`src/convex_polygon_sat_collision_macros.svh`:
```
// Assertion helpers shared by the collision block modules.
// All assume a clock named clk_i and an active-low reset named rst_ni.
`ifndef CONVEX_POLYGON_SAT_COLLISION_MACROS_SVH
`define CONVEX_POLYGON_SAT_COLLISION_MACROS_SVH

// Same-cycle implication.
`define CPSC_ASSERT_IMP(lbl, ante, cons, msg) \
  lbl: assert property (@(posedge clk_i) disable iff (!rst_ni) (ante) |-> (cons)) \
    else $error(msg);

// Next-cycle implication.
`define CPSC_ASSERT_NXT(lbl, ante, cons, msg) \
  lbl: assert property (@(posedge clk_i) disable iff (!rst_ni) (ante) |=> (cons)) \
    else $error(msg);

`endif

```
`src/cpsc_pkg.sv`:
```
package cpsc_pkg;

  localparam int MaxVerticesDef = 16;
  localparam int CoordBitsDef   = 16;
  localparam int FieldW         = 16;

  typedef enum logic [3:0] {
    ST_IDLE,
    ST_START,
    ST_EDGE_I,
    ST_EDGE_J,
    ST_EDGE_W,
    ST_PROJ,
    ST_DRAIN,
    ST_CHECK,
    ST_FINISH
  } ctrl_state_e;

  typedef struct packed {
    logic load;
    logic start_test;
    logic hit_clr;
    logic hit_set;
    logic edge_rd_j;
    logic vi_cap;
    logic axis_cap;
    logic proj_issue;
    logic next_axis;
    logic finish;
  } dp_cmd_t;

  typedef struct packed {
    logic a_zero;
    logic pipe_busy;
    logic proj_last;
    logic axes_last;
    logic overlap;
    logic out_free;
  } dp_status_t;

endpackage

```
`src/cpsc_ctrl.sv`:
```
`include "convex_polygon_sat_collision_macros.svh"

module cpsc_ctrl (
  input  logic                clk_i,
  input  logic                rst_ni,
  input  logic                in_valid_i,
  input  logic                which_polygon_i,
  input  logic                last_vertex_i,
  output logic                in_ready_o,
  input  cpsc_pkg::dp_status_t status_i,
  output cpsc_pkg::dp_cmd_t   cmd_o
);

  cpsc_pkg::ctrl_state_e state_q, state_d;
  logic                  accept;
  logic                  start_test;

  assign accept     = in_valid_i && (state_q == cpsc_pkg::ST_IDLE);
  assign start_test = accept && which_polygon_i && last_vertex_i;

  always_ff @(posedge clk_i or negedge rst_ni) begin
    if (!rst_ni) begin
      state_q <= cpsc_pkg::ST_IDLE;
    end else begin
      state_q <= state_d;
    end
  end

  always_comb begin
    state_d = state_q;
    case (state_q)
      cpsc_pkg::ST_IDLE: begin
        if (start_test) state_d = cpsc_pkg::ST_START;
      end
      cpsc_pkg::ST_START: begin
        state_d = status_i.a_zero ? cpsc_pkg::ST_FINISH : cpsc_pkg::ST_EDGE_I;
      end
      cpsc_pkg::ST_EDGE_I: state_d = cpsc_pkg::ST_EDGE_J;
      cpsc_pkg::ST_EDGE_J: state_d = cpsc_pkg::ST_EDGE_W;
      cpsc_pkg::ST_EDGE_W: state_d = cpsc_pkg::ST_PROJ;
      cpsc_pkg::ST_PROJ: begin
        if (status_i.proj_last) state_d = cpsc_pkg::ST_DRAIN;
      end
      cpsc_pkg::ST_DRAIN: begin
        if (!status_i.pipe_busy) state_d = cpsc_pkg::ST_CHECK;
      end
      cpsc_pkg::ST_CHECK: begin
        if (!status_i.overlap || status_i.axes_last) begin
          state_d = cpsc_pkg::ST_FINISH;
        end else begin
          state_d = cpsc_pkg::ST_EDGE_I;
        end
      end
      cpsc_pkg::ST_FINISH: begin
        if (status_i.out_free) state_d = cpsc_pkg::ST_IDLE;
      end
      default: state_d = cpsc_pkg::ST_IDLE;
    endcase
  end

  always_comb begin
    cmd_o      = '0;
    cmd_o.load = accept;
    case (state_q)
      cpsc_pkg::ST_START: begin
        cmd_o.start_test = 1'b1;
        cmd_o.hit_clr    = 1'b1;
      end
      cpsc_pkg::ST_EDGE_J: begin
        cmd_o.edge_rd_j = 1'b1;
        cmd_o.vi_cap    = 1'b1;
      end
      cpsc_pkg::ST_EDGE_W: cmd_o.axis_cap   = 1'b1;
      cpsc_pkg::ST_PROJ:   cmd_o.proj_issue = 1'b1;
      cpsc_pkg::ST_CHECK: begin
        cmd_o.hit_set   = status_i.overlap && status_i.axes_last;
        cmd_o.next_axis = status_i.overlap && !status_i.axes_last;
      end
      cpsc_pkg::ST_FINISH: cmd_o.finish = status_i.out_free;
      default: ;
    endcase
  end

  assign in_ready_o = (state_q == cpsc_pkg::ST_IDLE);

  `CPSC_ASSERT_NXT(a_last_starts, start_test, state_q == cpsc_pkg::ST_START,
                   "last B vertex did not start the test")
  `CPSC_ASSERT_IMP(a_check_drained, state_q == cpsc_pkg::ST_CHECK, !status_i.pipe_busy,
                   "interval check while projections still in flight")

endmodule

```
`src/cpsc_datapath.sv`:
```
`include "convex_polygon_sat_collision_macros.svh"

module cpsc_datapath #(
  parameter int MAX_VERTICES = cpsc_pkg::MaxVerticesDef,
  parameter int COORD_BITS   = cpsc_pkg::CoordBitsDef
) (
  input  logic                           clk_i,
  input  logic                           rst_ni,
  input  cpsc_pkg::dp_cmd_t              cmd_i,
  output cpsc_pkg::dp_status_t           status_o,
  input  logic                           which_polygon_i,
  input  logic [cpsc_pkg::FieldW-1:0]    x_coord_i,
  input  logic [cpsc_pkg::FieldW-1:0]    y_coord_i,
  input  logic                           out_ready_i,
  output logic                           out_valid_o,
  output logic                           collide_o,
  output logic                           vertex_overflow_o
);

  localparam int CW   = COORD_BITS;
  localparam int AW   = (MAX_VERTICES > 1) ? $clog2(MAX_VERTICES) : 1;
  localparam int CNTW = $clog2(MAX_VERTICES + 1);
  localparam int EXTW = (CW > cpsc_pkg::FieldW) ? CW : cpsc_pkg::FieldW;
  localparam int PW   = 2 * CW + 1;
  localparam int DW   = 2 * CW + 2;
  localparam logic [CNTW-1:0] MaxCnt = CNTW'(MAX_VERTICES);

  // Vertex stores and their registered read ports
  logic [2*CW-1:0] mem_a [MAX_VERTICES];
  logic [2*CW-1:0] mem_b [MAX_VERTICES];
  logic [2*CW-1:0] rd_a_q, rd_b_q;
  logic [AW-1:0]   addr_a, addr_b, edge_addr, edge_j;
  logic [EXTW-1:0] x_ext, y_ext;
  logic [2*CW-1:0] wr_data;
  logic            we_a, we_b;

  logic [CNTW-1:0] a_cnt_q, b_cnt_q, edge_n;
  logic            ovf_q;

  logic            edge_poly_q;
  logic [AW-1:0]   edge_idx_q;
  logic            proj_sel_q;
  logic [AW-1:0]   proj_idx_q;
  logic            edge_wrap, proj_a_end;

  logic [2*CW-1:0]       edge_data, proj_data;
  logic signed [CW-1:0]  vi_x_q, vi_y_q, vj_x, vj_y, px, py;
  logic signed [CW:0]    ax_q, ay_q;

  logic                  s1_v_q, s1_sel_q, s1_first_q;
  logic                  s2_v_q, s2_sel_q, s2_first_q;
  logic                  s3_v_q, s3_sel_q, s3_first_q;
  logic signed [PW-1:0]  mx_q, my_q;
  logic signed [DW-1:0]  d_q;
  logic signed [DW-1:0]  alo_q, ahi_q, blo_q, bhi_q;

  logic hit_q, out_valid_q, collide_q, ovf_out_q;

  // Zero-extend the raw field, then keep the low COORD_BITS as two's complement
  assign x_ext   = EXTW'(x_coord_i);
  assign y_ext   = EXTW'(y_coord_i);
  assign wr_data = {y_ext[CW-1:0], x_ext[CW-1:0]};
  assign we_a    = cmd_i.load && !which_polygon_i && (a_cnt_q < MaxCnt);
  assign we_b    = cmd_i.load && which_polygon_i && (b_cnt_q < MaxCnt);

  assign edge_n    = edge_poly_q ? b_cnt_q : a_cnt_q;
  assign edge_wrap = (CNTW'(edge_idx_q) + CNTW'(1)) == edge_n;
  assign edge_j    = edge_wrap ? '0 : edge_idx_q + AW'(1);
  assign edge_addr = cmd_i.edge_rd_j ? edge_j : edge_idx_q;
  assign addr_a    = cmd_i.proj_issue ? proj_idx_q : edge_addr;
  assign addr_b    = cmd_i.proj_issue ? proj_idx_q : edge_addr;
  assign proj_a_end = (CNTW'(proj_idx_q) + CNTW'(1)) == a_cnt_q;

  always_ff @(posedge clk_i) begin
    if (we_a) mem_a[a_cnt_q[AW-1:0]] <= wr_data;
    rd_a_q <= mem_a[addr_a];
  end

  always_ff @(posedge clk_i) begin
    if (we_b) mem_b[b_cnt_q[AW-1:0]] <= wr_data;
    rd_b_q <= mem_b[addr_b];
  end

  // Vertex counts and overflow flag
  always_ff @(posedge clk_i or negedge rst_ni) begin
    if (!rst_ni) begin
      a_cnt_q <= '0;
      b_cnt_q <= '0;
      ovf_q   <= 1'b0;
    end else if (cmd_i.finish) begin
      a_cnt_q <= '0;
      b_cnt_q <= '0;
      ovf_q   <= 1'b0;
    end else if (cmd_i.load) begin
      if (we_a) a_cnt_q <= a_cnt_q + CNTW'(1);
      if (we_b) b_cnt_q <= b_cnt_q + CNTW'(1);
      if (!we_a && !we_b) ovf_q <= 1'b1;
    end
  end

  // Axis and projection walk
  always_ff @(posedge clk_i or negedge rst_ni) begin
    if (!rst_ni) begin
      edge_poly_q <= 1'b0;
      edge_idx_q  <= '0;
      proj_sel_q  <= 1'b0;
      proj_idx_q  <= '0;
    end else begin
      if (cmd_i.start_test) begin
        edge_poly_q <= 1'b0;
        edge_idx_q  <= '0;
      end else if (cmd_i.next_axis) begin
        if (edge_wrap) begin
          edge_poly_q <= 1'b1;
          edge_idx_q  <= '0;
        end else begin
          edge_idx_q <= edge_idx_q + AW'(1);
        end
      end
      if (cmd_i.axis_cap) begin
        proj_sel_q <= 1'b0;
        proj_idx_q <= '0;
      end else if (cmd_i.proj_issue) begin
        if (!proj_sel_q && proj_a_end) begin
          proj_sel_q <= 1'b1;
          proj_idx_q <= '0;
        end else begin
          proj_idx_q <= proj_idx_q + AW'(1);
        end
      end
    end
  end

  assign edge_data = edge_poly_q ? rd_b_q : rd_a_q;
  assign vj_x      = edge_data[CW-1:0];
  assign vj_y      = edge_data[2*CW-1:CW];

  always_ff @(posedge clk_i) begin
    if (cmd_i.vi_cap) begin
      vi_x_q <= edge_data[CW-1:0];
      vi_y_q <= edge_data[2*CW-1:CW];
    end
    if (cmd_i.axis_cap) begin
      ax_q <= vi_y_q - vj_y;
      ay_q <= vj_x - vi_x_q;
    end
  end

  // Projection pipeline: read, multiply, sum, min/max
  always_ff @(posedge clk_i or negedge rst_ni) begin
    if (!rst_ni) begin
      s1_v_q <= 1'b0;
      s2_v_q <= 1'b0;
      s3_v_q <= 1'b0;
    end else begin
      s1_v_q <= cmd_i.proj_issue;
      s2_v_q <= s1_v_q;
      s3_v_q <= s2_v_q;
    end
  end

  assign proj_data = s1_sel_q ? rd_b_q : rd_a_q;
  assign px        = proj_data[CW-1:0];
  assign py        = proj_data[2*CW-1:CW];

  always_ff @(posedge clk_i) begin
    s1_sel_q   <= proj_sel_q;
    s1_first_q <= (proj_idx_q == '0);
    s2_sel_q   <= s1_sel_q;
    s2_first_q <= s1_first_q;
    s3_sel_q   <= s2_sel_q;
    s3_first_q <= s2_first_q;
    mx_q       <= px * ax_q;
    my_q       <= py * ay_q;
    d_q        <= mx_q + my_q;
    if (s3_v_q && !s3_sel_q) begin
      if (s3_first_q || d_q < alo_q) alo_q <= d_q;
      if (s3_first_q || d_q > ahi_q) ahi_q <= d_q;
    end
    if (s3_v_q && s3_sel_q) begin
      if (s3_first_q || d_q < blo_q) blo_q <= d_q;
      if (s3_first_q || d_q > bhi_q) bhi_q <= d_q;
    end
  end

  // Result register
  always_ff @(posedge clk_i or negedge rst_ni) begin
    if (!rst_ni) begin
      hit_q       <= 1'b0;
      out_valid_q <= 1'b0;
    end else begin
      if (cmd_i.hit_clr) begin
        hit_q <= 1'b0;
      end else if (cmd_i.hit_set) begin
        hit_q <= 1'b1;
      end
      if (cmd_i.finish) begin
        out_valid_q <= 1'b1;
      end else if (out_ready_i) begin
        out_valid_q <= 1'b0;
      end
    end
  end

  always_ff @(posedge clk_i) begin
    if (cmd_i.finish) begin
      collide_q <= hit_q;
      ovf_out_q <= ovf_q;
    end
  end

  assign out_valid_o       = out_valid_q;
  assign collide_o         = collide_q;
  assign vertex_overflow_o = ovf_out_q;

  assign status_o.a_zero    = (a_cnt_q == '0);
  assign status_o.pipe_busy = s1_v_q || s2_v_q || s3_v_q;
  assign status_o.proj_last = proj_sel_q && ((CNTW'(proj_idx_q) + CNTW'(1)) == b_cnt_q);
  assign status_o.axes_last = edge_poly_q && edge_wrap;
  assign status_o.overlap   = (ahi_q > blo_q) && (bhi_q > alo_q);
  assign status_o.out_free  = !out_valid_q || out_ready_i;

  `CPSC_ASSERT_IMP(a_finish_free, cmd_i.finish, !out_valid_q || out_ready_i,
                   "result overwritten while still pending")
  `CPSC_ASSERT_IMP(a_cnt_bound, 1'b1, (a_cnt_q <= MaxCnt) && (b_cnt_q <= MaxCnt),
                   "vertex count beyond capacity")
  `CPSC_ASSERT_NXT(a_proj_flows, cmd_i.proj_issue, s1_v_q,
                   "projection issue lost in the pipeline")

endmodule

```
`src/convex_polygon_sat_collision.sv`:
```
// Separating-axis collision test for two convex 2-D polygons.
// Input channel (in_valid_i / in_ready_o): one vertex per transaction, the
// vertices of polygon A (which_polygon_i = 0) first, then those of B. A vertex
// of B with last_vertex_i set closes the pair and starts the test.
// Output channel (out_valid_o / out_ready_i): one transaction per pair, with
// collide_o and vertex_overflow_o (vertices dropped past MAX_VERTICES).
// Throughput: vertices load at one per cycle while idle. After the closing vertex
// in_ready_o drops while the test walks every edge of A, then of B; each
// axis takes edge reads, one projection per cycle through the single
// multiply-add pipeline, a drain and an interval check, and the walk
// stops at the first separating axis.
// The result sits in an output register; if the receiver stalls, a new pair
// can still load, and the next test waits only to post its result.
// Reset clears the vertex counts, the overflow flag and out_valid_o; the
// vertex stores are not cleared, since only written entries are read.
module convex_polygon_sat_collision #(
  parameter int MAX_VERTICES = cpsc_pkg::MaxVerticesDef,
  parameter int COORD_BITS   = cpsc_pkg::CoordBitsDef
) (
  input  logic                        clk_i,
  input  logic                        rst_ni,
  input  logic                        in_valid_i,
  output logic                        in_ready_o,
  input  logic                        which_polygon_i,
  input  logic [cpsc_pkg::FieldW-1:0] x_coord_i,
  input  logic [cpsc_pkg::FieldW-1:0] y_coord_i,
  input  logic                        last_vertex_i,
  output logic                        out_valid_o,
  input  logic                        out_ready_i,
  output logic                        collide_o,
  output logic                        vertex_overflow_o
);

  cpsc_pkg::dp_cmd_t    cmd;
  cpsc_pkg::dp_status_t status;

  // Sequencer: load, edge fetch, projection issue, drain, check, post
  cpsc_ctrl u_ctrl (
    .clk_i           (clk_i),
    .rst_ni          (rst_ni),
    .in_valid_i      (in_valid_i),
    .which_polygon_i (which_polygon_i),
    .last_vertex_i   (last_vertex_i),
    .in_ready_o      (in_ready_o),
    .status_i        (status),
    .cmd_o           (cmd)
  );

  // Vertex stores, axis, projection pipeline and result register
  cpsc_datapath #(
    .MAX_VERTICES (MAX_VERTICES),
    .COORD_BITS   (COORD_BITS)
  ) u_datapath (
    .clk_i             (clk_i),
    .rst_ni            (rst_ni),
    .cmd_i             (cmd),
    .status_o          (status),
    .which_polygon_i   (which_polygon_i),
    .x_coord_i         (x_coord_i),
    .y_coord_i         (y_coord_i),
    .out_ready_i       (out_ready_i),
    .out_valid_o       (out_valid_o),
    .collide_o         (collide_o),
    .vertex_overflow_o (vertex_overflow_o)
  );

endmodule
```
`config.mk`:
```
export PLATFORM = sky130hd
export DESIGN_NAME = convex_polygon_sat_collision
export DESIGN_NICKNAME = d
export VERILOG_FILES = /design/src/cpsc_pkg.sv /design/src/cpsc_ctrl.sv /design/src/cpsc_datapath.sv /design/src/convex_polygon_sat_collision.sv
export VERILOG_INCLUDE_DIRS = /design/src /design/src/src
export SDC_FILE = /design/constraint.sdc
export NUM_CORES = 2
export LEC_CHECK = 0
export BUFFER_PORTS_ARGS = -buffer_cell sky130_fd_sc_hd__buf_2
export CORE_MARGIN = 2
export CORE_UTILIZATION = 30
export CTS_CLUSTER_SIZE = 16
export DETAILED_ROUTE_END_ITERATION = 12
export HOLD_SLACK_MARGIN = 0.05
export SLEW_MARGIN = 20
export SYNTH_ARGS = -nofsm -noshare
export SYNTH_HDL_FRONTEND = slang
export SYNTH_HIERARCHICAL = 1
export SYNTH_SLANG_ARGS = --single-unit
```
`constraint.sdc`:
```
create_clock -name clk_i -period 7.4 [get_ports clk_i]
set_input_delay 0.74 -clock clk_i [delete_from_list [all_inputs] [get_ports clk_i]]
set_output_delay 0.74 -clock clk_i [all_outputs]
set_load 0.1 [all_outputs]
```
==> flow_metrics.tcl <==
set metrics [dict create \
    final_nets 7296 \
    insertion_delay_ps 800 \
    cts_resized 0 \
    grt-ovfl-total 0 \
    cts_buffers 148 \
    place_inst 9695 \
    relSlewSlack 0.3277 \
    setup_tns_ps 0 \
    cts-htree-levels 4 \
    fin_ws_ps 415.8 \
    synthFlopType "edfxtp_1" \
    yosysWarnings 6 \
    skew_ps 56.54 \
    hold_buffers 1 \
    status "completed" \
    synth-seq-cells 1428 \
    worstSetupEndpointType "flop" \
    syn_area_mm2 0.08245 \
    grt_use_met1 0.1783 \
    synth_cell_types 87 \
    register_area_mm2 0.04103 \
    critPathSlowestCell "fa_1" \
    start_util 0.3013 \
    cts_setup_buffers 0 \
    synth-async-reset-ratio 0.02101 \
    fin_crit_ps 6984 \
    min_path_type "in2reg" \
    final-setup-viol-count 0 \
    dp_slack_ps 422.8 \
    cp_cell_sequence "buf_12, mux2_2, buf_4, and2_1, fa_1, fa_1, ha_1, inv_1, fa_1, inv_1, fa_1, inv_1, fa_1, inv_1, ha_1, a211o_1, a2111o_1, a31oi_2, o211ai_1, nand3_1, a41oi_1, a221o_1, a21oi_1, xnor2_1" \
    cp.arrival_ps 7660 \
    met2_usage 0.2428 \
    drc_errors 0 \
    dp_hpwl_um 130700 \
    vias 46723 \
    gr-usage-met3 0.02041 \
    first_iter_violations 2769 \
    r2r_start "u_datapath/s1_sel_q$_DFF_P_" \
    die_w_um 528.3 \
    finalNonFillerCells 9975 \
    maxCapViolCount 0 \
    cts_tree "done" \
    hold_violations 0 \
    grt_max_degree 96 \
    io_pins 42 \
    n_fill_cell 26510 \
    clockRootBuffer "clkbuf_16" \
    die_y_um 528.3 \
    hold_start "out_ready_i" \
    grt_pass1_vias 48831 \
    worstPathRequired_ps 8080 \
    grt_setup_unrepaired "false" \
    wirelength_um 194900 \
    antenna_left 0 \
    antenna_found_initial 25 \
    rows 192 \
    firstDrtPassIters 5 \
    synth_edf_count 1228 \
    gp_congestion 0.8829 \
    cp_max_fo 16 \
    syn2layout_area_growth_pct 11.26 \
    final_core_util 0.3353 \
    start_kind "flop" \
    worstMarginPinSlew_ps 1006 \
    multi_input_comb_area_mm2 0.03722 \
    fmax_mhz 143.2 \
    path_class "reg2reg" \
    grt_pass1_wl_um 297900 \
    synth_sequential_area_ratio 0.4976 \
    grt_usage 0.1389 \
    synth_nets 7206 \
    cpMostUsedCell "fa_1" \
    coreArea_mm2 0.2736 \
    clk_pin_slew_ps 60 \
    top_usage_layer "met2" \
    dieArea_mm2 0.2791 \
    viasPerCell 4.684 \
    finalCritPeriodShare 0.9438 \
    drv_slew 0 \
    wire_per_inst_um 19.54 \
    avgSynthCellArea_um2 13.37 \
    syn_inst 6167 \
    cpPeakStageDelay_ps 590 \
    clock-sinks 1428 \
    setup.worst_path.start "u_datapath/s1_sel_q$_DFF_P_" \
    drive_gt1_frac 0.07554 \
    io_buffers 41 \
    clockBufferDepth 3 \
]
-- cells by family (layout without fill, tap and decap cells) --
kind of cell / Yosys count / after routing / share of synthesized area
flip-flops: 1428 / 1428 / 0.4976
AND/OR/NAND/NOR: 1036 / 1036 / 0.06349
multiplexers: 1034 / 1034 / 0.1262
buffers and inverters: 1010 / 1224 / 0.05431
adder cells (fa/ha/maj): 1001 / 1001 / 0.2024
AO/OA/AOI/OAI: 521 / 521 / 0.04128
XOR/XNOR: 137 / 137 / 0.01472
other: 0 / 5 / 0
-- through the flow --
stage          hold WS, ps  instance area (um2)
3_3_place_gp         320.7                86830
2_1_floorplan        309.6                82450
4_1_cts              231.1                91720
3_5_place_dp         320.6                86850
5_1_grt              273.8                91720
6_report             282.1                91740
-- cell usage after synthesis (26+ instances only) --
library cell     n  share of area
ha_1           446          0.068
inv_1          805          0.037
o21ai_0         80         0.0049
o21a_1          26         0.0024
xnor2_1        104          0.011
dfxtp_1        170          0.041
nor2b_1        142          0.011
nand3_1         38         0.0023
a21oi_1        162         0.0098
nand4_1         49         0.0037
a21o_1         110          0.010
edfxtp_1      1228           0.45
buf_6           82          0.011
xor2_1          32         0.0034
clkbuf_1        84         0.0038
nand2_1        325          0.015
nand2b_1        46         0.0035
mux2_2          40         0.0055
mux2i_1        992           0.12
fa_1           555           0.13
dfrtp_1         30         0.0091
and2_1         152          0.012
nor3_1          39         0.0024
nor2_1         164         0.0075
-- registers in the layout (all words and copies together) (netlist names), 16 cells and up --
register / flops
u_datapath/rd_a_q: 32
u_datapath/ay_q: 17
u_datapath/ahi_q: 34
u_datapath/alo_q: 34
u_datapath/rd_b_q: 32
u_datapath/mem_b: 512
u_datapath/my_q: 33
u_datapath/blo_q: 34
u_datapath/vi_y_q: 16
u_datapath/d_q: 34
u_datapath/mx_q: 33
u_datapath/vi_x_q: 16
u_datapath/bhi_q: 34
u_datapath/mem_a: 512
u_datapath/ax_q: 17
-- worst max-delay path, delay by kind of cell (launching register included) --
family	cells	cell delay, ps
compound gates	7	2020
xor+xnor	1	140
fa+ha+maj	7	3020
buf+inv	6	590
flops	1	430
mux	1	370
simple gates	2	300
-- routing by layer --
metal	share of wire	wire length (um)	vias up
met2	0.49	96200	914
li1	-	-	21618
met4	0.024	4715	8
met5	0.00028	54	-
met3	0.042	8109	268
met1	0.44	85850	23915
-- final timing paths --
| check | end | slack, ps | cells past startpoint |
|---|---|---|---|
| max | u_datapath/my_q[32]$_DFF_P_ | 420 | 24 |
| min | u_datapath/out_valid_o$_DFFE_PN0P_ | 280 | 3 |
| max reg2reg | u_datapath/my_q[32]$_DFF_P_ | 420 | 24 |
| min reg2reg | u_datapath/s2_first_q$_DFF_P_ | 340 | 0 |
| max in group asynchronous | u_datapath/edge_poly_q$_DFFE_PN0P_ | 6400 | 2 |
| min in group asynchronous | u_ctrl/state_q[3]$_DFFE_PN0P_ | 510 | 2 |
-- cell type report --
cell class	count	share of cell area
Timing Repair Buffer	145	0.01195
Tap cell	3589	0.04895
Clock inverter	74	0.008183
Clock buffer	200	0.04486
Antenna cell	5	0.0001364
Multi-Input combinational cell	3729	0.4057
Inverter	805	0.03294
Sequential cell	1428	0.4473
-- placed cells by master (no fill, tap or decap), types with 17 or more instances in the layout --
master,netlist,final
a21oi_1,162,161
inv_1,805,805
dfxtp_1,170,169
edfxtp_1,1228,1228
clkbuf_1,84,36
nand3_1,38,38
fa_1,555,555
buf_2,23,41
clkbuf_16,0,153
nand2b_1,46,46
clkinv_2,0,17
o21a_1,26,26
dfrtp_1,30,29
nor2b_1,142,142
ha_1,446,446
nor3_1,39,33
a21o_1,110,110
xor2_1,32,32
nand2_1,325,325
clkinv_1,0,26
nor2_1,164,150
xnor2_1,104,104
buf_4,9,93
and2_1,152,146
mux2i_1,992,984
o21ai_0,80,80
mux2_2,40,40
nand4_1,49,49
Power is left out: the tool's default activity adds up to more than one toggle a clock period on the data nets, which glitch-free logic cannot reach.
